`src/hdl/bev_pkg.sv`:
```
// Shared types and constants for the point-cloud BEV grid splatter.
// No dependencies; imported by bev_xform and point_cloud_bev_splatter.
`default_nettype none

package bev_pkg;

    localparam int COORD_W     = 10;
    localparam int IDX_W       = 11;
    localparam int CFG_W       = 48;
    localparam int APB_AW      = 5;
    localparam int APB_DW      = 64;
    localparam int IN_TDATA_W  = 96;
    localparam int OUT_TDATA_W = 64;

    localparam logic [1:0] REQ_SPLAT = 2'd0;
    localparam logic [1:0] REQ_FRAME = 2'd1;
    localparam logic [1:0] REQ_READ  = 2'd2;

    localparam logic [1:0] CFG_ROW_X  = 2'd0;
    localparam logic [1:0] CFG_ROW_Y  = 2'd1;
    localparam logic [1:0] CFG_ROW_Z  = 2'd2;
    localparam logic [1:0] CFG_OFFSET = 2'd3;

    typedef struct packed {
        logic [CFG_W-1:0] offset_xyz;
        logic [CFG_W-1:0] row_z;
        logic [CFG_W-1:0] row_y;
        logic [CFG_W-1:0] row_x;
    } bev_cfg_t;

    typedef struct packed {
        logic             hit;
        logic [IDX_W-1:0] col;
        logic [IDX_W-1:0] row;
        logic [15:0]      height;
    } bev_pt_t;

    typedef enum logic [2:0] {
        ST_CLEAR,
        ST_IDLE,
        ST_CALC,
        ST_ADDR,
        ST_MEM,
        ST_PUSH
    } bev_state_t;

    typedef enum logic [2:0] {
        XS_IDLE,
        XS_MAC,
        XS_AXIS,
        XS_MUL,
        XS_QUO,
        XS_FIX,
        XS_DONE
    } bev_xs_t;

endpackage

`default_nettype wire

```
`src/hdl/bev_xform.sv`:
```
// Camera-to-world affine transform and grid binning, one shared 16x16 multiplier.
// Depends on bev_pkg (config and result structs, sequencer states).
`default_nettype none

module bev_xform
    import bev_pkg::*;
#(
    parameter int GRID_SIZE = 800,
    parameter int CELL_MM   = 50,
    parameter int COEF_FRAC = 13
)
(
    input  wire logic        clk,
    input  wire logic        rst_n,
    input  wire logic        start,
    input  wire logic [15:0] cam_x,
    input  wire logic [15:0] cam_y,
    input  wire logic [15:0] cam_z,
    input  wire bev_cfg_t    cfg,
    output logic             done,
    output bev_pt_t          res
);

    localparam int     SPAN  = GRID_SIZE * CELL_MM;
    localparam int     BIAS  = (GRID_SIZE / 2) * CELL_MM;
    localparam int     VW    = $clog2(SPAN);
    localparam int     SH    = VW;
    localparam int     MW    = SH + 1;
    localparam int     PW    = VW + MW;
    localparam int     IW    = $clog2(GRID_SIZE);
    localparam int     AW    = 34;
    localparam int     WW    = 36;
    localparam longint RECIP = (longint'(1) << SH) / CELL_MM;
    localparam longint RND   = longint'(1) << (COEF_FRAC - 1);

    bev_xs_t state_reg, state_next;
    logic [1:0]           axis_reg;
    logic [1:0]           term_reg;
    logic signed [AW-1:0] acc_reg;
    logic signed [WW-1:0] v_reg;
    logic                 inr_reg;
    logic [PW-1:0]        p_reg;
    logic [IW-1:0]        q0_reg;
    logic [VW-1:0]        r_reg;
    logic [IW-1:0]        col_reg;
    logic [IW-1:0]        row_reg;
    logic                 hx_reg;
    logic                 hy_reg;
    logic [15:0]          height_reg;

    logic [CFG_W-1:0]     row_sel;
    logic signed [15:0]   coef_sel;
    logic signed [15:0]   cam_sel;
    logic signed [15:0]   off_sel;
    logic signed [31:0]   prod;
    logic signed [AW-1:0] acc_sum;
    logic signed [AW-1:0] acc_rnd;
    logic signed [AW-1:0] acc_sh;
    logic signed [WW-1:0] w;
    logic signed [WW-1:0] v_new;
    logic [15:0]          w_sat;
    logic [IW-1:0]        q0_w;
    logic [IW-1:0]        q_fix;

    // operand select
    always_comb
    begin
        case (axis_reg)
            2'd0:    row_sel = cfg.row_x;
            2'd1:    row_sel = cfg.row_y;
            default: row_sel = cfg.row_z;
        endcase
        case (axis_reg)
            2'd0:    off_sel = $signed(cfg.offset_xyz[15:0]);
            2'd1:    off_sel = $signed(cfg.offset_xyz[31:16]);
            default: off_sel = $signed(cfg.offset_xyz[47:32]);
        endcase
        case (term_reg)
            2'd0:
            begin
                coef_sel = $signed(row_sel[15:0]);
                cam_sel  = $signed(cam_x);
            end
            2'd1:
            begin
                coef_sel = $signed(row_sel[31:16]);
                cam_sel  = $signed(cam_y);
            end
            default:
            begin
                coef_sel = $signed(row_sel[47:32]);
                cam_sel  = $signed(cam_z);
            end
        endcase
    end

    assign prod    = coef_sel * cam_sel;
    assign acc_sum = ((term_reg == 2'd0) ? AW'(0) : acc_reg) + AW'(prod);
    assign acc_rnd = acc_reg + AW'(RND);
    assign acc_sh  = acc_rnd >>> COEF_FRAC;
    assign w       = WW'(acc_sh) + WW'(off_sel);
    // biased so that floor(v / CELL_MM) is the cell index directly
    assign v_new   = ((axis_reg == 2'd0) ? w : -w) + WW'(BIAS);

    always_comb
    begin
        if (w > WW'(32767))
            w_sat = 16'h7FFF;
        else if (w < -WW'(32768))
            w_sat = 16'h8000;
        else
            w_sat = w[15:0];
    end

    // reciprocal estimate is exact or one low
    assign q0_w  = p_reg[SH +: IW];
    assign q_fix = q0_reg + IW'(r_reg >= VW'(CELL_MM));

    always_comb
    begin
        state_next = state_reg;
        case (state_reg)
            XS_IDLE:
                if (start)
                    state_next = XS_MAC;
            XS_MAC:
                if (term_reg == 2'd2)
                    state_next = XS_AXIS;
            XS_AXIS:
                state_next = (axis_reg == 2'd2) ? XS_DONE : XS_MUL;
            XS_MUL:
                state_next = XS_QUO;
            XS_QUO:
                state_next = XS_FIX;
            XS_FIX:
                state_next = XS_MAC;
            XS_DONE:
                state_next = XS_IDLE;
            default:
                state_next = XS_IDLE;
        endcase
    end

    always_comb
    begin
        done       = (state_reg == XS_DONE);
        res.hit    = hx_reg & hy_reg;
        res.col    = res.hit ? IDX_W'(col_reg) : '0;
        res.row    = res.hit ? IDX_W'(row_reg) : '0;
        res.height = height_reg;
    end

    always_ff @(posedge clk or negedge rst_n)
    begin
        if (!rst_n)
        begin
            state_reg <= XS_IDLE;
            axis_reg  <= 2'd0;
            term_reg  <= 2'd0;
        end
        else
        begin
            state_reg <= state_next;
            case (state_reg)
                XS_IDLE:
                begin
                    axis_reg <= 2'd0;
                    term_reg <= 2'd0;
                end
                XS_MAC:
                    term_reg <= (term_reg == 2'd2) ? 2'd0 : term_reg + 2'd1;
                XS_FIX:
                    axis_reg <= axis_reg + 2'd1;
                default:
                    term_reg <= 2'd0;
            endcase
        end
    end

    always_ff @(posedge clk)
    begin
        case (state_reg)
            XS_MAC:
                acc_reg <= acc_sum;
            XS_AXIS:
            begin
                v_reg <= v_new;
                if (axis_reg == 2'd2)
                    height_reg <= w_sat;
            end
            XS_MUL:
            begin
                inr_reg <= (v_reg >= WW'(0)) && (v_reg < WW'(SPAN));
                p_reg   <= PW'(v_reg[VW-1:0]) * PW'(RECIP);
            end
            XS_QUO:
            begin
                q0_reg <= q0_w;
                r_reg  <= v_reg[VW-1:0] - VW'(q0_w * CELL_MM);
            end
            XS_FIX:
            begin
                if (axis_reg == 2'd0)
                begin
                    col_reg <= q_fix;
                    hx_reg  <= inr_reg;
                end
                else
                begin
                    row_reg <= q_fix;
                    hy_reg  <= inr_reg;
                end
            end
            default:
            begin
            end
        endcase
    end

endmodule

`default_nettype wire

```
`config.mk`:
```
export PLATFORM = sky130hd
export DESIGN_NAME = bev_xform
export DESIGN_NICKNAME = d
export VERILOG_FILES = /design/src/hdl/bev_pkg.sv /design/src/hdl/bev_xform.sv
export SDC_FILE = /design/constraint.sdc
export NUM_CORES = 2
export LEC_CHECK = 0
export BUFFER_PORTS_ARGS = -buffer_cell sky130_fd_sc_hd__buf_4
export CAP_MARGIN = 20
export CORE_ASPECT_RATIO = 0.75
export CORE_MARGIN = 10
export CORE_UTILIZATION = 30
export DETAILED_ROUTE_END_ITERATION = 10
export GPL_TIMING_DRIVEN = 0
export PLACE_DENSITY_LB_ADDON = 0.15
export SYNTH_ARGS = -nofsm -noshare
export SYNTH_HDL_FRONTEND = slang
export SYNTH_SLANG_ARGS = --single-unit
```
`constraint.sdc`:
```
create_clock -name clk -period 11 [get_ports clk]
set_clock_uncertainty 0.2 [all_clocks]
set_input_delay 1.1 -clock clk [delete_from_list [all_inputs] [get_ports clk]]
set_output_delay 1.1 -clock clk [all_outputs]
set_load 0.02 [all_outputs]
```
==> flow_metrics.py <==
metrics = {
    "routing": {
        "wl_um": 88290,
        "viasPerCell": 4.891,
        "wire_per_inst_um": 21.27,
        "vias": 20300,
        "drt_first_pass_iters": 5,
        "drtAntennaViolNets": 0,
        "drt_iter0_drc": 1379,
        "drc": 0,
    },
    "global_route": {
        "antenna_found_initial": 5,
        "grt_max_degree": 37,
        "grt_pass1_wl_um": 135900,
        "grt_pass1_vias": 21220,
        "grt_usage_pct": 18.57,
        "gr-total-overflow": 0,
    },
    "worst_setup_path": {
        "worstSetupPathType": "reg -> reg",
        "slowest_stage": "clkbuf_1",
        "critPathCaptureType": "flip-flop",
        "rrSetupSlack_ps": 570,
        "crit_end": "acc_reg[32]",
        "cp_common_cell": "fa_1",
        "r2r_cells": 29,
        "startpoint_type": "flip-flop",
        "cpPeakStageDelay_ps": 640,
        "required_ps": 11010,
        "startpoint": "term_reg[1]",
        "r2r_end": "acc_reg[32]",
        "crit_arrival_ps": 10450,
        "rr_startpoint": "term_reg[1]",
        "path_max_fanout": 11,
    },
    "synth": {
        "synth_enable_flop_cells": 144,
        "synthArstFlopShare_pct": 4.636,
        "synth.area.top_cells": "fa_1 (29%), edfxtp_1 (17%), ha_1 (14%)",
        "ys_types": 87,
        "yosys.area.top_type": "fa_1",
        "synth_top_flop_cell": "edfxtp_1",
        "synth_warnings": 0,
        "synth_area_per_cell_um2": 9.275,
        "syn_inst": 2707,
        "yosysMostFrequentCell": "inv_1",
        "synth.top_cell.area_share_pct": 28.54,
        "seq_area_frac_synth_pct": 17.92,
        "syn_area_um2": 25110,
        "ys_ff_latch": 151,
        "synth_commonest_cells": "inv_1 (481), fa_1 (358), nor2_1 (284), ha_1 (283), nand2_1 (177)",
    },
    "timing": {
        "maxSlewViolCount": 0,
        "rsz0062_at_grt": "false",
        "period_share_pct": 94.85,
        "max_slew_margin_pct": 24.46,
        "hold_viol": 0,
        "hold_ws_ps": 239.0,
        "max_clock_freq_ghz": 0.09584,
        "tightest_slew_ps": 1133,
        "fin_crit_ps": 10430,
        "setup_viol": 0,
    },
    "die": {
        "rows": 91,
        "die-width_um": 354.1,
        "ios": 283,
        "core_um2": 82550,
        "die_y_um": 270.5,
        "start_util_pct": 30.42,
        "dieArea_um2": 95780,
    },
    "clock_tree": {
        "clockBufferDepth": 2,
        "cts_hold_buf": 0,
        "insertion_delay_ps": 470,
        "cts.htree.levels": 4,
        "tritoncts": "done",
        "cts-root-buf": "clkbuf_16",
        "clk_pin_slew_ps": 60,
        "cts_sinks": 151,
        "numCtsBuffers": 17,
    },
    "placed_design": {
        "hpwlAfterDp_um": 76820,
        "portBuffers": 280,
        "place.gp.congestion": 0.9126,
    },
    "job": {
        "cap_violations": 0,
    },
    "layout": {
        "layout.nets": 3905,
        "area_growth_syn_to_layout_pct": 17.39,
        "drive_gt1_share_pct": 13.02,
        "largest_reg_flops": 36,
    },
    "hold_path": {
        "hp-class": "in -> async",
    },
    "run_status": {
        "outcome": "finished, final reports clean",
    },
}
-- metrics by stage --
step           TNS [ps]  area, µm²  std cells  setup slack (ps)  utilization, %
3_5_place_dp      -2341      28760       4114            -582.1           34.84
3_3_place_gp      -4302      28610       4104             -1225           34.66
5_1_grt               0      29470       4150             45.21           35.70
2_1_floorplan         0      25110       2708              2143               -
6_report              0      29470       4151             566.4           35.70
4_1_cts               0      29390       4146             54.66           35.61
-- how the worst min path moves through the flow --
stage / start / endpoint
detailed placement: inr_reg / hx_reg
global placement: inr_reg / hx_reg
global route: rst_n / state_reg[0]
finish: rst_n / state_reg[0]
floorplan: inr_reg / hx_reg
CTS: rst_n / state_reg[0]
-- critical path, delay by kind of cell (launching register included) --
| kind | cells | cell delay (ps) |
|---|---|---|
| simple gates | 5 | 1160 |
| flops | 1 | 320 |
| buf+inv | 5 | 2180 |
| fa+ha+maj | 7 | 3650 |
| xor+xnor | 1 | 60 |
| compound gates | 11 | 2580 |
-- repair_timing --
item / in CTS / in global routing
pin swaps: 0 / 1
buffers inserted: 0 / 2
cloned: 0 / 0
resized for setup: 6 / 30
endpoints found under the hold margin: 0 / 0
setup endpoints to repair: 7 / 7
-- final cells by class --
type	count	area, µm²
tap	1116	1396
clock inverter	15	190.2
inverter	481	1805
multi-input combinational	1975	18480
fill	8497	53070
buffer	101	415.4
sequential	151	4499
antenna	1	2.502
clock buffer	17	425.4
timing repair buffer	294	2258
-- cells by family after synthesis --
| group | after synthesis | synth area share (%) |
|---|---|---|
| flops | 151 | 17.92 |
| buf+inv | 582 | 8.786 |
| mux | 22 | 0.8820 |
| xor+xnor | 133 | 4.639 |
| fa+ha+maj | 641 | 42.65 |
| compound gates | 419 | 10.99 |
| other cells | 1 | 0.01494 |
| simple gates | 758 | 14.12 |
-- per-layer routing --
metal	track usage, %	vias to the layer above	routed length, µm
met3	5.984	53	7847
met1	28.53	10060	45480
met5	0	-	41
met4	3.046	6	824
met2	24.91	637	34090
li1	-	9544	-
-- placed cells by master (no fill, tap or decap), types with 7 or more instances in the layout --
cell type	n
inv_1	481
fa_1	358
buf_4	289
ha_1	282
nor2_1	280
nand2_1	177
edfxtp_1	144
a21oi_1	126
xnor2_1	94
o21ai_0	77
clkbuf_1	75
nand3_1	59
nand4_1	43
and2_1	40
and3_1	39
xor2_1	39
a21o_1	31
a221oi_1	28
mux2i_1	21
nor2b_1	20
nor3_1	18
or2_2	17
clkbuf_16	17
o21a_1	16
nand2b_1	14
a31oi_1	14
or3_1	13
a22oi_1	12
a21boi_0	11
clkbuf_2	10
a211oi_1	9
nor4_1	9
a211o_1	8
o21bai_1	8
o31ai_1	8
buf_1	7
buf_2	7
o22ai_1	7
dfrtp_1	7
Power is left out: the tool's default activity adds up to more than one toggle a clock period on the data nets, which glitch-free logic cannot reach.
